==> config.mk <==
export PLATFORM = sky130hd
export DESIGN_NAME = svib_ctrl
export DESIGN_NICKNAME = d
export VERILOG_FILES = /design/src/sv/svib_pkg.sv /design/src/sv/svib_ctrl.sv
export SDC_FILE = /design/constraint.sdc
export NUM_CORES = 1
export LEC_CHECK = 0
export ABC_AREA = 1
export BUFFER_PORTS_ARGS = -buffer_cell sky130_fd_sc_hd__buf_2
export CAP_MARGIN = 10
export CORE_AREA = 10 10 47 49
export CTS_BUF_LIST = sky130_fd_sc_hd__clkbuf_2
export DETAILED_ROUTE_END_ITERATION = 12
export DIE_AREA = 0 0 57 59
export SLEW_MARGIN = 20
export SYNTH_ARGS = -nofsm -noshare
export SYNTH_HDL_FRONTEND = slang
export SYNTH_SLANG_ARGS = --single-unit
==> constraint.sdc <==
create_clock -name clk -period 1.8 [get_ports clk]
set_input_delay 0.09 -clock clk [delete_from_list [all_inputs] [get_ports clk]]
set_output_delay 0.09 -clock clk [all_outputs]
set_load 0.01 [all_outputs]
==> src/sv/svib_pkg.sv <==
// Shared types, constants and helpers of the shadow volume index builder.
`default_nettype none

package svib_pkg;

	// Mesh limits and field widths.
	localparam int MAX_TRIS = 4096;
	localparam int TRI_AW   = $clog2(MAX_TRIS);
	localparam int CORNER_W = 12;
	localparam int IDX_W    = 13;
	localparam int CNT_W    = 16;

	// Item commands.
	localparam logic CMD_LOAD = 1'b0;
	localparam logic CMD_EMIT = 1'b1;

	// Register index decoded from paddr[2].
	localparam logic REG_VERTEX_COUNT = 1'b0;

	// Controller states.
	typedef enum logic [6:0] {
		S_IDLE = 7'b0000001,
		S_RTRI = 7'b0000010,
		S_RN0  = 7'b0000100,
		S_RN1  = 7'b0001000,
		S_RN2  = 7'b0010000,
		S_DEC  = 7'b0100000,
		S_EMIT = 7'b1000000
	} state_t;

	// Which index addresses the facing memory.
	typedef enum logic [1:0] {
		RD_TRI = 2'd0,
		RD_N0  = 2'd1,
		RD_N1  = 2'd2,
		RD_N2  = 2'd3
	} rd_sel_t;

	// Which flag the registered memory data goes to.
	typedef enum logic [1:0] {
		CAP_LIT = 2'd0,
		CAP_O0  = 2'd1,
		CAP_O1  = 2'd2,
		CAP_O2  = 2'd3
	} cap_sel_t;

	// Commands from the controller to the datapath.
	typedef struct packed {
		logic     take;
		rd_sel_t  rd_sel;
		logic     cap_en;
		cap_sel_t cap_sel;
		logic     emit;
	} ctrl_cmd_t;

	// Status from the datapath to the controller.
	typedef struct packed {
		logic in_emit;
		logic lit;
		logic out_free;
		logic slot_last;
	} ctrl_sts_t;

	// True when a triangle index addresses a stored facing flag.
	function automatic logic tri_in_range(input logic [CORNER_W-1:0] t);
		return 32'(t) < MAX_TRIS;
	endfunction

endpackage

`default_nettype wire

==> src/sv/svib_ctrl.sv <==
// Controller state machine: sequences flag lookups and result words.
`default_nettype none

module svib_ctrl import svib_pkg::*; (
	input  wire logic      clk,
	input  wire logic      arst_n,
	input  wire logic      in_valid,
	output logic           in_ready,
	input  wire ctrl_sts_t sts,
	output ctrl_cmd_t      cmd
);

	state_t state_q;
	state_t state_d;

	// Next state and command decode.
	always_comb begin
		state_d  = state_q;
		cmd      = '0;
		in_ready = 1'b0;
		unique case (state_q)
			S_IDLE: begin
				in_ready = 1'b1;
				if (in_valid) begin
					cmd.take = 1'b1;
					if (sts.in_emit) begin
						state_d = S_RTRI;
					end
				end
			end
			S_RTRI: begin
				cmd.rd_sel = RD_TRI;
				state_d    = S_RN0;
			end
			S_RN0: begin
				cmd.rd_sel  = RD_N0;
				cmd.cap_en  = 1'b1;
				cmd.cap_sel = CAP_LIT;
				state_d     = S_RN1;
			end
			S_RN1: begin
				cmd.rd_sel  = RD_N1;
				cmd.cap_en  = 1'b1;
				cmd.cap_sel = CAP_O0;
				state_d     = S_RN2;
			end
			S_RN2: begin
				cmd.rd_sel  = RD_N2;
				cmd.cap_en  = 1'b1;
				cmd.cap_sel = CAP_O1;
				state_d     = S_DEC;
			end
			S_DEC: begin
				cmd.cap_en  = 1'b1;
				cmd.cap_sel = CAP_O2;
				state_d     = sts.lit ? S_EMIT : S_IDLE;
			end
			S_EMIT: begin
				if (sts.out_free) begin
					cmd.emit = 1'b1;
					if (sts.slot_last) begin
						state_d = S_IDLE;
					end
				end
			end
			default: begin
				state_d = S_IDLE;
			end
		endcase
	end

	// State register.
	always_ff @(posedge clk or negedge arst_n) begin
		if (!arst_n) begin
			state_q <= S_IDLE;
		end else begin
			state_q <= state_d;
		end
	end

endmodule

`default_nettype wire

Word-level counts from Yosys, hierarchy flattened
Cells that the tools add are included.
{ "totals": {"regBits": 7, "inputBits": 7, "out_inout_bits": 8, "wordCells": 26} }
{ "op_classes": {"eq_ne": 11, "n_mux": 13, "reduce_logical": 1} }
{ "op_table": {"columns": ["op", "n"], "rows": [
  ["$pmux 7 s7", 1],
  ["$mux 7", 5],
  ["$pmux 3 s4", 1],
  ["$ne 2x2->1 const B", 4],
  ["$eq 7x1->1 const B", 1],
  ["$eq 7x2->1 const B", 1],
  ["$eq 7x3->1 const B", 1],
  ["$eq 7x4->1 const B", 1],
  ["$eq 7x5->1 const B", 1],
  ["$eq 7x6->1 const B", 1],
  ["$eq 7x7->1 const B", 1],
  ["$pmux 2 s3", 1],
  ["$mux 1", 5],
  ["$reduce_and 4->1", 1]
]} }

Logic depth before layout (Yosys ltp)
{ "depth": {"depth_word": 3, "ltp_mapped": 7, "ltp_nobuf": 7} }

Least setup slack after synthesis
Ideal clock, no wire load.
{ "synth_path": {"kind": "register -> register", "from": "reg state_q[0]", "to": "reg state_q[0]", "setup_ns": 0.078, "t_arrival_ns": 1.073, "required_time_ns": 1.722, "slack_ns": 0.649, "stages_incl_launch_ff": 8, "n_path_buf": 0, "period_less_slack_ns": 1.151, "path_cell_list": "dfstp_2 -> inv_1 -> nor2_1 -> nand2_1 -> nor2_2 -> nor2_1 -> nand3_2 -> a21oi_2"} }
{ "synth_via": {"elab_chain_cells": 3, "elab_cells_between_ends": 13, "cone_classes": "eq/ne: 11; mux: 1; reduce/logical: 1"} }
{ "synth_lines": {"columns": ["item", "line", "text"], "rows": [
  ["start: declaration", "svib_ctrl.sv:13", "state_t state_q;"],
  ["start signal: assignment", "svib_ctrl.sv:77", "state_q <= state_d;"],
  ["$eq 7x1->1 or $eq 7x7->1 (tied branches)", "svib_ctrl.sv:21", "unique case (state_q)"],
  ["$ne 2x2->1 (no source line)", null, null],
  ["$reduce_and 4->1 (no source line)", null, null]
]} }
Parallel ways exist; a longest one is shown, timed or not.
A chain may end at the register's enable or synchronous reset.

==> flow_summary.toml <==
[worst_setup_path]
crit_chain = "nor2_2 -> nand2_4 -> nor2_2 -> or2_2 -> buf_2"
required_ps = 1710
cp_max_fo = 4
r2r_cells = 6
r2r-end = "state_q[0]$_DFFE_PN1P_"
critPathKind = "reg -> out"
slowest_stage = "dfstp_2"
cp-end-kind = "output port"
critPathMaxStageDelay_ps = 550
cpMostUsedCell = "nor2_2"
reg2reg_setup_slack_ps = 600
timing.rr.start = "state_q[0]$_DFFE_PN1P_"
startpoint_type = "flip-flop"
worstPathArrival_ps = 1390

[sta]
slew_headroom_pct = 87.2
worst_clock_skew_ps = 1.56
setup_tns_ps = 0
worstMarginPinSlew_ps = 191
drv_slew = 0
rsz0062_at_grt = "false"
post-route-min-period_ps = 1480
hold_slack_ps = 88.4
hold_viol_final = 0
setup_ws_ps = 318
fmax_ghz = 0.675
setup_viol = 0
period_share_pct = 82.3

[placed_design]
post_dp_cell_area_um2 = 567
place_ws_ps = 563
dp_cells = 96
hpwl_um = 968
io_buffer_count = 14
gp_congestion = 0.753

[pwr]
peakVddDrop_uv = 593
power_density_nw_per_um2 = 1140
power_mw = 0.679
leakage_nw = 0.378

[layout]
drive_gt1_share_pct = 44.7
num-fill-cells = 155
n_antenna_cell = 0
finalCoreUtilization_pct = 42.6
largest-register = "state_q"
layoutNonFillerInstCount = 101
largest_reg_flops = 7
area_delta_synth_final_pct = 25.2
postLayoutCellArea_um2 = 597
reg_top3 = "state_q (7)"
fin_nets = 93

[routing]
drtIter0Drc = 2
drtPass1Iterations = 2
vias_per_cell = 4.33
ant_nets = 0
drcViolationCount = 0
vias = 437
drt_wl_total_um = 1110
wl_per_cell_um = 11.0

[synth]
syn_inst = 66
synth_top_area_share_pct = 31.5
synth_top_cells_by_area = "dfrtp_1, nor2_2, nand2_1, nor2_1, nand3_2"
avgSynthCellArea_um2 = 7.22
synth_area_um2 = 477
synth_top_area_cell = "dfrtp_1"
yosysUniqueCellTypes = 17
seq_area_frac_synth_pct = 37.0
ys_warn_count = 0
synth_nets = 73
ys_ff_latch = 7

[cts]
htreeDepth = 1
numClockSinks = 7
numCtsBuffers = 3
cts_tree = "built"
clock_path_buffers = 2
clk_latency_ps = 220
cts_root_buf = "clkbuf_2"
clkSlewWorstSetupHoldPaths_ps = 70
post_cts_buffers = 0

[die]
die_y_um = 59
rows = 14
fp.dieW_um = 57
die_area_um2 = 3360
coreArea_um2 = 1400
start_util_pct = 34.0
io_pins = 15

[grt]
grt_overflow_total = 0
grtUsageTotal_pct = 7.00
antenna_found_initial = 0
grt_max_degree = 8
grt_pass1_wl_um = 1950
grt_pass1_vias = 464

[hold_path]
holdPathStages = 3
hold_start = "sts[2]"
hp-class = "in -> reg"
whs_endpoint = "state_q[6]$_DFFE_PN0P_"

[run]
maxCapViolCount = 0

[status]
outcome = "finished clean"
==> area by class of cell <==
class                   instances  area [µm²]  area share, %
clock buffers                   4        20.0           3.35
inverters                      11        41.3           6.92
multi-input cells              48         259           43.4
flip-flops and latches          7         176           29.6
well taps                      16        20.0           3.35
repair buffers                 15        80.1           13.4
==> layer usage <==
| metal | vias up | GRT usage (%) | part of all wire (%) |
|---|---|---|---|
| met5 | - | 0 | 0 |
| li1 | 237 | - | - |
| met3 | 0 | 3.65 | 9.8 |
| met4 | 0 | 2.01 | 0 |
| met2 | 13 | 10.9 | 43 |
| met1 | 187 | 8.21 | 47 |
==> cell usage after synthesis <==
| cell | count |
|---|---|
| nor2_4 | 1 |
| inv_2 | 3 |
| inv_1 | 8 |
| and3_1 | 1 |
| nand2_1 | 14 |
| nand2_4 | 1 |
| nand3_1 | 5 |
| dfrtp_1 | 6 |
| dfstp_2 | 1 |
| nor3b_1 | 1 |
| a21oi_2 | 1 |
| nand3_2 | 3 |
| nor2_2 | 9 |
| nor2_1 | 9 |
| a21oi_1 | 1 |
| nor3_1 | 1 |
| or2_2 | 1 |
==> where the power goes <==
part | leakage [nW] | total [mW] | switching [mW] | internal, mW
combinational | 0.268 | 0.338 | 0.211 | 0.127
sequential | 0.0927 | 0.227 | 0.0305 | 0.196
clock | 0.0166 | 0.114 | 0.0546 | 0.0592
==> worst max-delay path by stage <==
stage / startpoint / to / slack [ps] / cells after the start
after floorplan: state_q[0]$_DFFE_PN1P_ / state_q[0]$_DFFE_PN1P_ / 650 / 7
after global placement: state_q[0]$_DFFE_PN1P_ / cmd[5] / 570 / 5
after detailed placement: state_q[0]$_DFFE_PN1P_ / cmd[5] / 560 / 5
after CTS: state_q[0]$_DFFE_PN1P_ / cmd[5] / 310 / 5
after global routing: state_q[6]$_DFFE_PN0P_ / cmd[5] / 230 / 5
final: state_q[0]$_DFFE_PN1P_ / cmd[5] / 320 / 5
==> critical path, delay by kind of cell (launching register included) <==
family,cells,cell delay (ps)
flip-flops,1,550
AND/OR/NAND/NOR,4,480
buffers and inverters,1,140
==> layout by cell type (no fill, tap or decap) <==
master	count
nand2_1	14
buf_2	14
nor2_1	9
nor2_2	9
inv_1	8
dfrtp_1	6
nand3_1	5
clkbuf_2	4
inv_2	3
nand3_2	3
nand2_4	1
a21oi_1	1
nor2_4	1
or2_2	1
and3_1	1
nor3b_1	1
nor3_1	1
a21oi_2	1
dlygate4sd3_1	1
dfstp_2	1
==> cell families (layout without fill, tap and decap cells) <==
family                 count (synthesis)  in the layout  share of synthesized area [%]
DFF                                    7              7                           37.0
and+or+nand+nor                       46             46                           51.4
buffers and inverters                 11             30                           8.66
AOI/OAI and AO/OA                      2              2                           2.89
==> repair_timing <==
item | CTS | global route
hold endpoints to repair | 7 | 0
hold buffers | 1 | 0
resized for setup | 0 | 0
No activity file was read; power rests on OpenSTA's default activity.
